`src/hdl/tcmc_pkg.sv`:
```
// Shared types, constants and the percent-to-duty function for the throttle curve motor command block.
package tcmc_pkg;

   localparam int unsigned QUEUE_DEPTH = 2;
   localparam logic [14:0] DUTY_FULL = 15'd25600;
   localparam logic [7:0]  CUT_OFF = 8'd50;
   localparam logic [6:0]  DUTY_MIN_PCT = 7'd8;

   typedef enum logic [1:0] {
      MODE_STEP   = 2'd0,
      MODE_CURVE  = 2'd1,
      MODE_LINEAR = 2'd2
   } mode_type;

   typedef struct packed {
      logic [7:0] duty_limit;
      logic [7:0] left_magnitude;
      logic [7:0] right_magnitude;
      logic [5:0] direction_flags;
   } req_type;

   typedef struct packed {
      logic [14:0] left_duty;
      logic        left_dir_pin;
      logic [14:0] right_duty;
      logic        right_dir_pin;
   } rsp_type;

   // Classified item passed from front to back.
   typedef struct packed {
      mode_type   mode;
      logic [7:0] limit;
      logic [7:0] left_mag;
      logic [7:0] right_mag;
      logic       left_on;
      logic       left_pin;
      logic       right_on;
      logic       right_pin;
   } cmd_type;

   // Percent to duty, clamped at full scale.
   function automatic logic [14:0] pct_to_duty(input logic [9:0] p);
      logic [14:0] r;
      if (p >= 10'd100) r = DUTY_FULL;
      else r = {p[6:0], 8'd0};
      return r;
   endfunction

endpackage

```
`src/hdl/tcmc_queue.sv`:
```
// Short queue between the front and back ends.
module tcmc_queue #(
   parameter int unsigned DEPTH = tcmc_pkg::QUEUE_DEPTH
) (
   input  logic              clock,
   input  logic              reset,
   input  logic              push,
   input  tcmc_pkg::cmd_type push_cmd,
   input  logic              pop,
   output logic              full,
   output logic              not_empty,
   output tcmc_pkg::cmd_type pop_cmd
);
   import tcmc_pkg::*;

   localparam int unsigned AW = (DEPTH > 1) ? $clog2(DEPTH) : 1;

   cmd_type        mem_ff [DEPTH];
   logic [AW-1:0]  wr_ff, wr_in, rd_ff, rd_in;
   logic [AW:0]    cnt_ff, cnt_in;
   logic           do_pop;

   assign full      = (cnt_ff == (AW+1)'(DEPTH));
   assign not_empty = (cnt_ff != '0);
   assign do_pop    = pop && not_empty;
   assign pop_cmd   = mem_ff[rd_ff];

   // Advance pointers
   always_comb begin
      wr_in = wr_ff;
      rd_in = rd_ff;
      if (push) wr_in = (wr_ff == AW'(DEPTH-1)) ? '0 : wr_ff + 1'b1;
      if (do_pop) rd_in = (rd_ff == AW'(DEPTH-1)) ? '0 : rd_ff + 1'b1;
      cnt_in = cnt_ff + (AW+1)'(push) - (AW+1)'(do_pop);
   end

   always_ff @(posedge clock) begin
      if (reset) begin
         wr_ff <= '0;
         rd_ff <= '0;
         cnt_ff <= '0;
      end else begin
         wr_ff <= wr_in;
         rd_ff <= rd_in;
         cnt_ff <= cnt_in;
      end
   end

   always_ff @(posedge clock) begin
      if (push) mem_ff[wr_ff] <= push_cmd;
   end

   ap_cnt_range: assert property (@(posedge clock) disable iff (reset)
      cnt_ff <= (AW+1)'(DEPTH)) else $error("queue count overflow");
   ap_no_over: assert property (@(posedge clock) disable iff (reset)
      full && !do_pop |=> cnt_ff == (AW+1)'(DEPTH)) else $error("full queue lost item");
   ap_pop_dec: assert property (@(posedge clock) disable iff (reset)
      do_pop && !push |=> cnt_ff == $past(cnt_ff) - 1'b1) else $error("pop count");
endmodule

```
`config.mk`:
```
export PLATFORM = sky130hd
export DESIGN_NAME = tcmc_queue
export DESIGN_NICKNAME = d
export VERILOG_FILES = /design/src/hdl/tcmc_pkg.sv /design/src/hdl/tcmc_queue.sv
export SDC_FILE = /design/constraint.sdc
export NUM_CORES = 1
export LEC_CHECK = 0
export ABC_AREA = 0
export BUFFER_PORTS_ARGS = -buffer_cell sky130_fd_sc_hd__buf_2
export CORE_ASPECT_RATIO = 2
export CORE_MARGIN = 2
export CORE_UTILIZATION = 55
export DETAILED_ROUTE_END_ITERATION = 8
export PLACE_DENSITY = 0.82
export SKIP_CTS_REPAIR_TIMING = 1
export SLEW_MARGIN = 5
export SYNTH_ARGS = -nofsm -noshare
export SYNTH_HDL_FRONTEND = slang
export SYNTH_SLANG_ARGS = --single-unit
```
`constraint.sdc`:
```
create_clock -name clock -period 4.7 [get_ports clock]
set_input_delay 0.94 -clock clock [delete_from_list [all_inputs] [get_ports clock]]
set_output_delay 0.94 -clock clock [all_outputs]
set_load 0.05 [all_outputs]
```
=== After elaboration in Yosys (flattened, before gate mapping) ===
Memory sizes are Yosys's and may differ from the RTL's. A register that Yosys moved wholly into a read port is not among the register bits.
Cells that the tools add are included.

* Flip-flop bits (word level): 4
* RAM bits: 60
* Bits of input ports: 34
* Word-level logic and storage cells: 17
* Memories kept: 1

* Add/subtract/negate cells: 4
* Equality and inequality tests: 1
* Muxes and demuxes: 6
* Reduce and logical (&&, ||, !) cells: 2

{| class="wikitable"
|+ Memory list
! memory !! words !! width !! read ports !! clocked after memory_dff !! wr ports !! RTL line !! RTL
|-
| mem_ff || 2 || 30 || 1 || 1 || 1 || tcmc_queue.sv:18 || <nowiki>cmd_type mem_ff [DEPTH];</nowiki>
|}

{| class="wikitable"
|+ Operators by type and width
! operator !! number
|-
| 1-bit 2-to-1 mux || 6
|-
| 1-bit adder (second input constant) || 2
|-
| 2-bit by 1-bit adder with 2-bit output || 1
|-
| 2-bit equality test (second input constant) || 1
|-
| 2-bit nonzero test || 1
|-
| 2-bit by 1-bit subtractor with 2-bit output || 1
|-
| 1-bit logical AND || 1
|}

=== Logic depth before layout (Yosys ltp) ===
* Word-level depth: 4
* Depth in mapped cells: 6

=== Worst setup path before layout ===
OpenSTA, ideal clock, no wires.

* Path type: in2reg
* Start point: in push
* End point: mem mem_ff[0][0] (netlist bit), enable pin
* Setup time: 421 ps
* Arrival time: 2,302 ps
* Data required time: 4,279 ps
* Path slack: 1,977 ps
* Stages on the path: 1
* Buffers on the path: 0
* Cell sequence: nor2b_1

* Cells in the longest elaborated chain, start to end: 2

{| class="wikitable"
|+ RTL lines
! item !! RTL line !! RTL
|-
| from (decl) || tcmc_queue.sv:7 || <nowiki>input logic push,</nowiki>
|-
| 1-bit 2-to-1 mux || tcmc_queue.sv:50 || <nowiki>if (push) mem_ff[wr_ff] <= push_cmd;</nowiki>
|-
| 1-bit 2-to-1 mux (not written as such) || tcmc_queue.sv:50 ||
|-
| to (decl) || tcmc_queue.sv:18 ||
|}

No other way between the ends.

==> summary.txt <==
Final std cell area, no fill = 2980 um^2
Instance area at placement = 2810 um^2
Clock tree from TritonCTS = yes
Total global routing track utilization = 0.178
Latest clock arrival within the worst-skew pair = 0.32 ns
Die extent in y = 97.7 um
Share of layout cells above drive strength 1 = 0.437
# rows = 34
Final Skew = 0.00679 ns
Reg power frac = 0.444
Sequential cell area fraction in the yosys report = 0.788
Class of the tightest hold or removal check = reg -> reg
Sink Count = 65
TritonRoute pass-1 iters = 4
Synthesized area per cell = 20.8 um^2
Kind of end point of the critical path = primary output
Max-cap viol count = 0
Most frequently used flop master after synthesis = edfxtp_1
Number of buffers inserted by port buffering = 65
Signed area change from the synthesized netlist to the final layout = 23.6%
Number of antenna violations at the first check in global routing = 0
Routed wire length per instance = 16.2 um
Number of library cell types mapped by synthesis = 14
Proportion of synthesized area in mux cells = 0.152
Synth warn = 0
Most used standard cell by instance count after synthesis = edfxtp_1
Top cells by area, synth = edfxtp_1 75%, mux2_1 14%, dfxtp_1 4.1%
Largest area contributor in the netlist = edfxtp_1
Async SR Flop Fraction = 0
Switching component of the power = 550 uW
Avg Vias per Cell = 5.05
Starting DRT DRC Count = 30
Launching point of the worst reg2reg path = wr_ff
Max Freq = 354 MHz
Main combinational cell family by area after synthesis = multiplexers
Synthesized-area fraction occupied by and/or/nand/nor cells = 0.0202
Number of slew-limit violations in the final report = 0
Antenna viol nets, final = 0
GRT overflow = 0
Worst vdd rail ir drop = 0.413 mV
Reg2reg setup slack = 3.24 ns
Synthesized Nets = 152
WHS Path Cells = 2
Critical path class = reg -> out
Worst slew margin relative to its limit = 0.690
Worst-path clk slew = 0.06 ns
Transition time at the pin with the least slew margin = 0.462 ns
Internal power = 1.05 mW
Gate Count Post-Synth = 116
First-pass GRT wire length = 6.19 mm
Termination of the worst setup path = pop_cmd[28]
XOR/XNOR share of the synthesized area = 0.0130
Mapped cell area = 2410 um^2
Floorplan Core Area = 4300 um^2
Fraction of the mapped netlist area in compound gates = 0.00363
Post-synthesis share of cell area spent on full adders, half adders and majority gates = 0.0104
Final RePlAce weighted congestion = 0.648
Number of H-tree branching levels = 3
Pin count of the biggest net entering global routing = 25
Sum Neg Setup Slack = 0 ns
Top post-synthesis cells by count = 60 x edfxtp_1, 30 x mux2_1, 5 x dfxtp_1, 4 x nor2b_1
Die Span X = 50.8 um
Worst EP required = 3.76 ns
Total inserted antenna cells = 0
Count of flip-flops with a built-in enable after synthesis = 60
Number of global-route vias before repair = 1398
Kind of start point of the critical path = register
Crit path arrival time = 1.88 ns
Period Utilization, post-route = 0.601
Hold Violations, Final = 0
Setup repair after global routing missed its margin = false
Final count of negative-setup-slack endpoints = 0
Clock share of power = 0.248
CP max FO = 20
Effective utilization at floorplan = 0.562
Vias after detailed routing = 1267
Number of top-level pins = 66
Total half-perimeter wirelength after legalization and detailed placement = 3.00 mm
TritonCTS buffer count = 9
Fraction of power consumed by combinational cells = 0.308
Post-synthesis register bit count = 65
Leakage = 1.17 nW
Routed wire length = 4.06 mm
Top-area cell type share of the netlist area = 0.747
Net Sw Frac = 0.344
Number of buffers on the longest clock path = 2
Clock root buffer master = clkbuf_8
Post-detailed-route DRC marker count = 0
Area of the die = 4970 um^2
R2R depth = 2
Result of the run = completed
Min Tclk post-route = 2.82 ns
# fillers = 295
Capture instance of the worst register-to-register path = mem_ff[0][23]
Final nets = 228
Total power density per cell area = 536 nW/um^2
[cells by family (layout without fill, tap and decap cells)]
family	count (synthesis)	count (layout)
AOI/OAI and AO/OA	1	1
xor gates and xnor gates	2	2
adders and majority gates	2	2
buffers and inverters	5	86
DFF	65	65
muxes	32	32
and+or+nand+nor	9	9
[flip-flops by register name, summed over array words and instances, names as in the netlist, named ones only]
| register | count |
|---|---|
| cnt_ff | 2 |
| rd_ff | 1 |
| wr_ff | 1 |
| mem_ff | 60 |
[worst min path at each step]
| stage | start | to | slack (ns) |
|---|---|---|---|
| 2_1_floorplan | wr_ff | wr_ff | 0.50 |
| 3_3_place_gp | wr_ff | wr_ff | 0.54 |
| 3_5_place_dp | wr_ff | wr_ff | 0.58 |
| 4_1_cts | wr_ff | wr_ff | 0.59 |
| 5_1_grt | wr_ff | wr_ff | 0.64 |
| 6_report | wr_ff | wr_ff | 0.59 |
[placed cells by master (no fill, tap or decap), drive strengths merged]
master,count
clkbuf,12
mux2,32
nor2b,4
nor2,3
xnor2,1
and2,1
o21a,1
clkinv,4
xnor3,1
dfxtp,5
buf,68
ha,2
or2,1
edfxtp,60
inv,2
[final cells by class]
type / instances / area, um^2 / share of cell area
inverter: 2 / 7.51 / 0.00252
tap: 54 / 67.6 / 0.0227
timing repair buffer: 68 / 348 / 0.117
clock inverter: 4 / 18.8 / 0.00629
clock buffer: 12 / 155 / 0.0520
sequential: 65 / 1900 / 0.638
multi-input combinational: 46 / 484 / 0.162
[power groups by stage]
stage	Sequential (mW)	Clock, mW	Combinational (mW)
4_1_cts	0.711	0.410	0.499
6_report	0.709	0.397	0.493
2_1_floorplan	0.708	0	0.404
3_5_place_dp	0.723	0	0.497
3_3_place_gp	0.717	0	0.482
5_1_grt	0.714	0.436	0.516
[critical path: stages, from the launching register on]
cell	delay (ns)
dfxtp_1	0.61
buf_4	0.37
mux2_1	0.37
buf_2	0.22
[through the flow]
stage                     hold slack [ns]  setup slack, ns  cells  power, mW  utilization
after global placement              0.540             2.28    235       1.20        0.654
after detailed placement            0.582             2.18    235       1.22        0.654
after floorplan                     0.496             1.98    116       1.11            -
final                               0.588             1.88    251       1.60        0.694
after global routing                0.642             1.74    251       1.67        0.694
after CTS                           0.593             1.82    251       1.62        0.694
[per-layer routing]
metal / wire (um) / GRT usage / share of wire
met5: 0 / 0 / 0
met4: 66 / 0.106 / 0.016
met3: 209 / 0.0569 / 0.051
met1: 1480 / 0.174 / 0.37
met2: 2300 / 0.311 / 0.57
Power figures use the tool's default switching activity.
